### src/rtl/timer_divider_search_unit_macros.svh
// Assertion helpers for timer_divider_search_unit.sv.
`ifndef TIMER_DIVIDER_SEARCH_UNIT_MACROS_SVH
`define TIMER_DIVIDER_SEARCH_UNIT_MACROS_SVH

`ifndef NO_ASSERTIONS

// Check prop in the same cycle as cond.
`define TDS_ASSERT_SAME(label, cond, prop) \
   label: assert property (@(posedge clock) disable iff (reset) (cond) |-> (prop)) \
      else $error("timer divider search check failed");

// Check prop in the cycle after cond.
`define TDS_ASSERT_NEXT(label, cond, prop) \
   label: assert property (@(posedge clock) disable iff (reset) (cond) |=> (prop)) \
      else $error("timer divider search check failed");

`else

`define TDS_ASSERT_SAME(label, cond, prop)
`define TDS_ASSERT_NEXT(label, cond, prop)

`endif

`endif

### src/rtl/tds_pkg.sv
package tds_pkg;

   // Default search limits.
   localparam logic [31:0] TDS_MODULO_MAX     = 32'd65535;
   localparam int          TDS_PRESCALE_STEPS = 8;

   // Exponent width covers the largest supported prescale step count.
   localparam int TDS_EXP_W  = 4;
   localparam int TDS_QUOT_W = 32;
   localparam int TDS_DIV_W  = 30;

   // ceil(2^34 / 5): n / 5 == (n * magic) >> 34 for any 32-bit n.
   localparam logic [31:0] TDS_DIV5_MAGIC = 32'hCCCCCCCD;

   typedef enum logic [1:0] {
      STATUS_OK        = 2'd0,
      STATUS_TOO_SMALL = 2'd1,
      STATUS_TOO_LARGE = 2'd2
   } status_type;

   // Best fit found for one multiplier.
   typedef struct packed {
      logic                  ok;
      logic [TDS_EXP_W-1:0]  exp;
      logic [TDS_QUOT_W-1:0] modulo;
   } cand_type;

endpackage

### src/rtl/tds_mult_search.sv
module tds_mult_search import tds_pkg::*; #(
   parameter logic [31:0] MODULO_MAX     = TDS_MODULO_MAX,
   parameter int          PRESCALE_STEPS = TDS_PRESCALE_STEPS
) (
   input  logic [PRESCALE_STEPS-1:0][TDS_QUOT_W-1:0] quot,
   output cand_type                                  cand
);

   logic                  found;
   logic                  hit_small;
   logic [TDS_EXP_W-1:0]  hit_exp;
   logic [TDS_QUOT_W-1:0] hit_mod;

   // Take the lowest exponent that either fits or collapses to zero.
   always_comb begin
      found     = 1'b0;
      hit_small = 1'b0;
      hit_exp   = '0;
      hit_mod   = '0;
      for (int e = PRESCALE_STEPS - 1; e >= 0; e--) begin
         if ((quot[e] <= TDS_QUOT_W'(1)) || ((quot[e] - TDS_QUOT_W'(1)) <= MODULO_MAX)) begin
            found     = 1'b1;
            hit_small = (quot[e] <= TDS_QUOT_W'(1));
            hit_exp   = TDS_EXP_W'(e);
            hit_mod   = quot[e] - TDS_QUOT_W'(1);
         end
      end
      cand.ok     = found && !hit_small;
      cand.exp    = cand.ok ? hit_exp : '0;
      cand.modulo = cand.ok ? hit_mod : '0;
   end

endmodule

### config.mk
export PLATFORM = sky130hd
export DESIGN_NAME = tds_mult_search
export DESIGN_NICKNAME = d
export VERILOG_FILES = /design/src/rtl/timer_divider_search_unit_macros.svh /design/src/rtl/tds_pkg.sv /design/src/rtl/tds_mult_search.sv
export SDC_FILE = /design/constraint.sdc
export NUM_CORES = 1
export LEC_CHECK = 0
export BUFFER_PORTS_ARGS = -buffer_cell sky130_fd_sc_hd__buf_2
export CAP_MARGIN = 20
export CORE_AREA = 8 8 116 118
export DETAILED_ROUTE_END_ITERATION = 10
export DIE_AREA = 0 0 124 126
export PLACE_DENSITY_LB_ADDON = 0.2
export SETUP_SLACK_MARGIN = 0.02
export SYNTH_ARGS = -nofsm -noshare
export SYNTH_HDL_FRONTEND = slang
export SYNTH_SLANG_ARGS = --single-unit
### constraint.sdc
create_clock -name vclk -period 7.9
set_input_delay 0.79 -clock vclk [all_inputs]
set_output_delay 0.79 -clock vclk [all_outputs]
set_load 0.02 [all_outputs]
==> reports/results.tsv, run 1 <==
metric	value	unit
synth unique cells	83	
gr ovfl total	0	
status	finished clean	
cts repair resizes	0	
commonest non-fill, non-tap cells in the layout	buf_2, nor2_1, nand2_1	
register area	0	µm²
mapped cell area	6140	µm²
largest net degree at the start of global routing	30	
pwr/cell area	29.4	nW/µm²
Synth-to-Final Area Change	22.1	%
Worst Hold Class	in2out	
die area	15600	µm²
initial antenna violation count	1	
non-filler cells, final	1347	
Inst Count DP	1347	
Crit Path Max Fanout	20	
Tmin final	5.95	ns
vias in the first global route	8115	
overall power	220	µW
Max-cap violations	0	
leading area contributor after synthesis	xnor2_1	
TritonRoute pass-1 iters	5	
vias	8602	
leakage	2.88	nW
setup tns final	0	ns
crit share post-route	75.4	%
n_diodes	0	
DRC	0	
Post-Syn Instances	957	
Hold Buf Count CTS	0	
Seq/Total Area, Yosys	0	%
nets	1479	
input/output buffers	276	
CP endpoint kind	output pin	
RSZ-0062 raised after global routing	false	
clock buf count	0	
Avg Inst Size Synth	6.42	µm²
WP data required	7.11	ns
Slew @ Worst Pin	1.06	ns
largest cells by area after synthesis	xnor2_1, nor2_1, xor2_1	
Slew Viols, Final	0	
core area	11700	µm²
row count	40	
final hold vios	0	
detailed placement HPWL	21400	µm
IO Count	293	
final WL	25100	µm
GPL Wtd Cong	0.957	
DRT iter0 DRCs	847	
Syn. warnings	0	
slew margin rel.	29.2	%
share of the synthesized area in the top cell type	9.42	%
Die Y-Extent	126	µm
post-route antenna net violation count	0	
most common cell after layout, fill and taps aside	buf_2	
critical path data arrival time	5.16	ns
Via density	6.39	
gr usage total	29.9	%
Critical Path Source Type	input pin	
critical path type	in2out	
Peak supply drop	0.0221	mV
layout cells sized above 1	26.3	%
Seq cells	0	
routed len/inst	18.6	µm
Max Freq	168	MHz
Initial Utilization	52.4	%
postcts setup bufs	0	
first-pass GRT wire length	39400	µm
Final setup viols	0	
Die Span X	124	µm
## metrics by stage
stage | worst slack, ns | area [µm²] | utilization (%) | hold WS, ns
after CTS | 2.05 | 7500 | 64.0 | 2.12
after floorplan | 2.48 | 6200 | - | 1.78
final | 1.95 | 7500 | 64.0 | 2.12
after global placement | 2.08 | 7500 | 64.0 | 2.11
after detailed placement | 2.04 | 7500 | 64.0 | 2.11
after global routing | 1.62 | 7500 | 64.0 | 2.17
## per-layer routing
layer / wire length (µm) / vias to the layer above / track usage (%)
met1: 9880 / 3919 / 38.2
met5: 8 / - / 0
li1: - / 4153 / -
met2: 12000 / 470 / 51.0
met4: 771 / 2 / 8.26
met3: 2420 / 58 / 3.71
## synthesized netlist by cell type (8+ instances only)
cell type / count
nor2_1: 117
nand2_1: 79
xnor2_1: 66
nor3_1: 63
nor4_1: 55
xor2_1: 45
a21oi_1: 39
o21ai_0: 39
or4_1: 34
nand3_1: 30
or3_1: 30
inv_1: 29
clkbuf_1: 21
ha_1: 21
buf_4: 17
nand4_1: 17
o31ai_1: 17
a211oi_1: 15
a31oi_1: 14
nor3b_1: 13
buf_2: 9
nand3b_1: 9
o211ai_1: 9
nand2b_1: 8
## power breakdown
group,switching [mW],internal [mW],leakage (nW)
combinational,0.128,0.0917,2.88
sequential,0,0,0
clock,0,0,0
total,0.128,0.0917,2.88
## final cells by class
class,instances,area [µm²]
fillers,1209,4220
inverters,30,113
multi-input cells,893,5810
well taps,147,184
repair buffers,277,1390
## final timing paths
path     start  endpoint  cells after the start
max   quot[78]  cand[11]                     13
min   quot[32]   cand[0]                      5
## logic make-up (layout without fill, tap and decap cells)
kind of cell	after synthesis	count (layout)	synth area share, %
xor gates and xnor gates	111	111	15.8
buffers and inverters	80	307	6.48
AOI/OAI and AO/OA	218	218	25.7
other	1	17	0.0611
muxes	2	2	0.346
and+or+nand+nor	524	524	47.3
adders and majority gates	21	21	4.28
## critical path, cell delays in order
cell	delay (ns)
buf_2	0.12
or4_1	0.58
nand4b_1	0.29
or2_2	0.36
or4_1	0.47
nand3_1	0.14
o21a_1	0.57
inv_2	0.21
nor2_1	0.47
o221a_2	0.30
o21ai_0	0.12
a2111oi_1	0.46
buf_2	0.26
Power figures use the tool's default switching activity.
==> run 2: changes to the inputs <==
- ABC_AREA: not set -> 1
- CORE_AREA: 8 8 116 118 -> 8 8 141 143
- DIE_AREA: 0 0 124 126 -> 0 0 149 151
- clock period: 7.9 -> 5.01 ns (I/O delays scaled with it)
==> run 2 against run 1 <==
Against the previous run: clock-buffer cell count unchanged; first-iteration DRC count up 2.6%; sequential share of layout area unchanged; via count up 32%; power up 110%; hold slack worse by 0.66 ns; setup slack worse by 1.3 ns; wire length up 27%; critical endpoint is now cand[33].
==> reports/results.tsv, run 2 <==
metric	value	unit	change
status	finished clean		unchanged
setup tns final	0	ns	unchanged
RSZ-0062 raised after global routing	false		unchanged
utilization after layout	56.6	%	was 64.0%
post-route antenna net violation count	0		unchanged
DRT iter0 DRCs	869		was 847
leading area contributor after synthesis	nand2_1		was xnor2_1
vias in the first global route	10430		was 8115
most frequent CP cell	nand2_1		
synth unique cells	42		was 83
family with the most delay on the worst path	simple AND/OR/NAND/NOR gates		unchanged
Max Freq	227	MHz	
Seq cells	0		unchanged
TritonRoute pass-1 iters	7		was 5
Worst Setup SP	quot[128]		was quot[78]
core area	17700	µm²	was 11700 µm²
Critical Path Max Stage Delay	0.36	ns	was 0.58 ns
routed len/inst	14.4	µm	was 18.6 µm
CP endpoint kind	output pin		unchanged
IO Count	293		unchanged
crit share post-route	87.9	%	
Post-Syn Instances	1703		was 957
gr ovfl total	0		unchanged
postcts setup bufs	0		unchanged
Worst Hold Class	in2out		unchanged
cts repair resizes	0		unchanged
nets	2242		was 1479
die area	22500	µm²	was 15600 µm²
detailed placement HPWL	28100	µm	was 21400 µm
Hold Buf Count CTS	0		unchanged
mapped cell area	8480	µm²	was 6140 µm²
Via density	5.15		was 6.39
final WL	31700	µm	was 25100 µm
overall power	470	µW	was 220 µW
gr usage total	26.0	%	was 29.9%
row count	49		was 40
commonest non-fill, non-tap cells in the layout	nand2_1, nor2_1, buf_2		was buf_2, nor2_1, nand2_1
Slew Viols, Final	0		unchanged
Peak supply drop	0.0275	mV	was 0.0221 mV
Final setup viols	0		unchanged
first-pass GRT wire length	49300	µm	was 39400 µm
vias	11318		was 8602
Die Span X	149	µm	was 124 µm
input/output buffers	276		unchanged
WP data required	4.51	ns	was 7.11 ns
Die Y-Extent	151	µm	was 126 µm
Critical Path Source Type	input pin		unchanged
Max-cap violations	0		unchanged
Syn. warnings	0		unchanged
clock buf count	0		unchanged
largest net degree at the start of global routing	33		was 30
critical path data arrival time	3.90	ns	was 5.16 ns
Synth-to-Final Area Change	17.9	%	was 22.1%
pwr/cell area	47.0	nW/µm²	was 29.4 nW/µm²
slew margin rel.	57.8	%	was 29.2%
Slew @ Worst Pin	0.631	ns	was 1.06 ns
DRC	0		unchanged
register area	0	µm²	unchanged
synth cell count leaders	nand2_1, nor2_1, inv_1		was nor2_1, nand2_1, xnor2_1
Tmin final	4.40	ns	
Avg Inst Size Synth	4.98	µm²	was 6.42 µm²
most frequent cell after synthesis	nand2_1		was nor2_1
Initial Utilization	48.1	%	was 52.4%
final hold vios	0		unchanged
Crit path buffers/inverters	3		unchanged
critical path type	in2out		unchanged
leakage	4.67	nW	was 2.88 nW
share of the synthesized area in the top cell type	19.8	%	was 9.42%
GPL Wtd Cong	0.982		was 0.957
Crit Path Max Fanout	24		was 20
most common cell after layout, fill and taps aside	nand2_1		was buf_2
Seq/Total Area, Yosys	0	%	unchanged
largest cells by area after synthesis	nand2_1, nor2_1, xor2_1		was xnor2_1, nor2_1, xor2_1
layout cells sized above 1	19.6	%	was 26.3%
critical path's slowest cell	nand2_2		was or4_1
min-delay src	quot[0]		was quot[32]
initial antenna violation count	1		unchanged
==> run 2: cell count changes in the layout (fill, tap and decap cells not counted), moves of 30 or more <==
cell / change
nand4_1: +40
nor4_1: -42
or3_1: -30
nand3_1: +49
or4_1: -33
xor2_1: +58
nand2_1: +368
a21oi_1: +30
nor2_1: +296
nor2_2: +43
inv_1: +149
==> run 2: metrics by stage <==
stage / setup WS [ns] / hold WS (ns) / std cells / area, µm²
after floorplan: 1.63 / 1.18 / 1719 / 8540
after global placement: 0.723 / 1.46 / 2192 / 9990
after detailed placement: 0.675 / 1.44 / 2192 / 9990
after CTS: 0.663 / 1.44 / 2192 / 9990
after global routing: 0.254 / 1.47 / 2193 / 9990
final: 0.607 / 1.46 / 2198 / 10000
==> run 2: path summary, 6_finish.rpt <==
check,to,cells past startpoint,slack (ns)
worst max-delay path,cand[33],26,0.61
worst min-delay path,cand[0],5,1.46
==> run 2: layer usage <==
metal / part of all wire (%) / vias up / GRT usage (%)
li1: - / 5899 / -
met1: 47 / 4967 / 36.7
met2: 45 / 429 / 42.9
met3: 7.1 / 23 / 2.24
met4: 0.93 / 0 / 3.38
met5: 0 / - / 0
==> run 2: power by group <==
group / switching [mW] / leakage (nW) / total, mW / internal [mW]
Combinational: 0.295 / 4.67 / 0.470 / 0.175
Clock: 0 / 0.0000380 / 0.000000160 / 0.000000160
Sequential: 0 / 0 / 0 / 0
Total: 0.295 / 4.67 / 0.470 / 0.175
==> run 2: layout make-up <==
class | instances | area, µm²
multi-input cells | 1495 | 7590
well taps | 229 | 287
repair buffers | 278 | 1400
fillers | 2024 | 7650
inverters | 190 | 713
diodes | 6 | 15.0
==> run 2: kinds of logic after synthesis <==
family          Yosys count  synth area share [%]
other cells               1                0.0442
fa+ha+maj                21                  3.10
simple gates           1151                  59.4
compound gates          133                  8.36
xor+xnor                173                  17.9
buf+inv                 224                  11.2
==> run 3: changes to the inputs <==
- RECOVER_POWER: not set -> 100
==> run 3 against run 2 <==
Against the previous run: non-clock buffer count unchanged; wire length about the same; core utilization about the same; cell count unchanged; global-route usage unchanged; combinational power about the same; critical endpoint is now cand[8]; largest cell class unchanged; largest power group unchanged; highest routed layer unchanged.
==> reports/results.tsv, run 3 (synthesized netlist as in run 2, its figures left out) <==
metric	value	unit	change
Peak supply drop	0.0275	mV	about the same
Via density	5.14		was 5.15
slew margin rel.	57.8	%	about the same
vias	11294		was 11318
Sw Share	62.8	%	about the same
WHS Endpoint	cand[0]		unchanged
Worst Setup SP	quot[128]		unchanged
status	finished clean		unchanged
TritonRoute pass-1 iters	7		unchanged
nets	2242		unchanged
Die Y-Extent	151	µm	unchanged
postcts setup bufs	0		unchanged
detailed placement HPWL	28100	µm	unchanged
pwr/cell area	47.0	nW/µm²	about the same
cts repair resizes	0		unchanged
Initial Utilization	48.1	%	unchanged
critical path type	in2out		unchanged
hold depth	5		unchanged
crit share post-route	90.4	%	was 87.9%
gr ovfl total	0		unchanged
Worst Hold Class	in2out		unchanged
Slew Viols, Final	0		unchanged
Tmin final	4.53	ns	was 4.40 ns
largest net degree at the start of global routing	33		unchanged
most common cell after layout, fill and taps aside	nand2_1		unchanged
grt met3 use	2.24	%	unchanged
grt met2 use	42.9	%	unchanged
Max Freq	221	MHz	was 227 MHz
gr usage total	26.0	%	unchanged
placed cell areas	9990	µm²	unchanged
Die Span X	149	µm	unchanged
min-delay src	quot[0]		unchanged
commonest non-fill, non-tap cells in the layout	nand2_1, nor2_1, buf_2		unchanged
Psw	295	µW	about the same
Inst Count DP	2192		unchanged
routed len/inst	14.4	µm	about the same
post-route cell area	9990	µm²	was 10000 µm²
register area	0	µm²	unchanged
Slew @ Worst Pin	0.631	ns	about the same
vias in the first global route	10430		unchanged
CP endpoint kind	output pin		unchanged
Pint	175	µW	about the same
layout cells sized above 1	19.5	%	was 19.6%
Critical Path Source Type	input pin		unchanged
Crit Path Max Fanout	24		unchanged
post-route antenna net violation count	0		unchanged
initial antenna violation count	1		unchanged
final WL	31700	µm	about the same
non-filler cells, final	2198		unchanged
final hold vios	0		unchanged
hold slack final	1.46	ns	about the same
clock buf count	0		unchanged
Seq cells	0		unchanged
clock group share of total power	0	%	about the same
Synth-to-Final Area Change	17.8	%	was 17.9%
Hold Buf Count CTS	0		unchanged
GPL Wtd Cong	0.982		unchanged
input/output buffers	276		unchanged
core area	17700	µm²	unchanged
Max-cap violations	0		unchanged
first-pass GRT wire length	49300	µm	unchanged
setup tns final	0	ns	unchanged
utilization after layout	56.6	%	about the same
Layout fillers	2027		was 2024
Logic pwr share	100.0	%	about the same
Seq pwr share	0	%	about the same
row count	49		unchanged
WP data required	4.51	ns	about the same
GR peak layer	met2		unchanged
DRT iter0 DRCs	865		was 869
M1 GR Usage	36.7	%	unchanged
leakage	4.66	nW	was 4.67 nW
die area	22500	µm²	unchanged
Multi-input gate area	7590	µm²	about the same
DRC	0		unchanged
Final setup viols	0		unchanged
IO Count	293		unchanged
RSZ-0062 raised after global routing	false		unchanged
critical path data arrival time	4.03	ns	was 3.90 ns
[run 3: changes by cell type in the layout (fill, tap and decap cells not counted)]
cell	previous run	this run
buf_2	276	274
clkbuf_1	0	2
nor2_2	44	45
nor2_4	8	7
[run 3: stage by stage]
step	total power, mW	worst slack [ns]
after floorplan	0.239	1.63
after global placement	0.459	0.723
after detailed placement	0.460	0.675
after CTS	0.463	0.663
after global routing	0.518	0.131
final	0.469	0.482
[run 3: power groups by stage]
stage	Clock (mW)	Combinational, mW	Sequential [mW]
after floorplan	0	0.239	0
final	0.000000160	0.469	0
after global placement	0	0.459	0
after detailed placement	0	0.460	0
after global routing	0.0000000267	0.518	0
after CTS	0	0.463	0
[run 3: worst max-delay path: stages]
cell and delay (ns):
buf_2 0.14, inv_1 0.10, ha_1 0.26, nand2_2 0.13, nor2_2 0.35, nand2_1 0.12
nor2_1 0.13, xor2_1 0.08, nor2_1 0.11, nand2_1 0.07, nor2_1 0.15, nand3_2 0.12
nand2_2 0.36, nor2_1 0.10, nand2_2 0.10, nand3_2 0.11, nand2_1 0.07, nand2_1 0.08
nand2_1 0.07, nand2_1 0.06, nand2_1 0.07, nand2_2 0.09, nand2_2 0.09, nand2_4 0.17
nor2_2 0.13, clkbuf_1 0.24
[run 3: worst max-delay path by stage]
stage | to | depth (start not counted) | slack (ns)
after global placement | cand[1] | 26 | 0.72
after global routing | cand[8] | 26 | 0.13
final | cand[8] | 26 | 0.48
after CTS | cand[33] | 26 | 0.66
after detailed placement | cand[33] | 26 | 0.67
after floorplan | cand[3] | 19 | 1.63
[run 3: area by class of cell]
cell class / count / area share [%]
tap: 229 / 2.87
timing repair buffer: 278 / 13.9
inverter: 190 / 7.14
multi-input combinational: 1495 / 75.9
antenna: 6 / 0.150
[run 3: metal layers]
metal / share of wire (%) / wire length, µm / up-vias
met4: 0.93 / 294 / 0
met3: 7.1 / 2240 / 21
li1: - / - / 5897
met2: 45 / 14200 / 426
met5: 0 / 0 / -
met1: 47 / 14900 / 4950
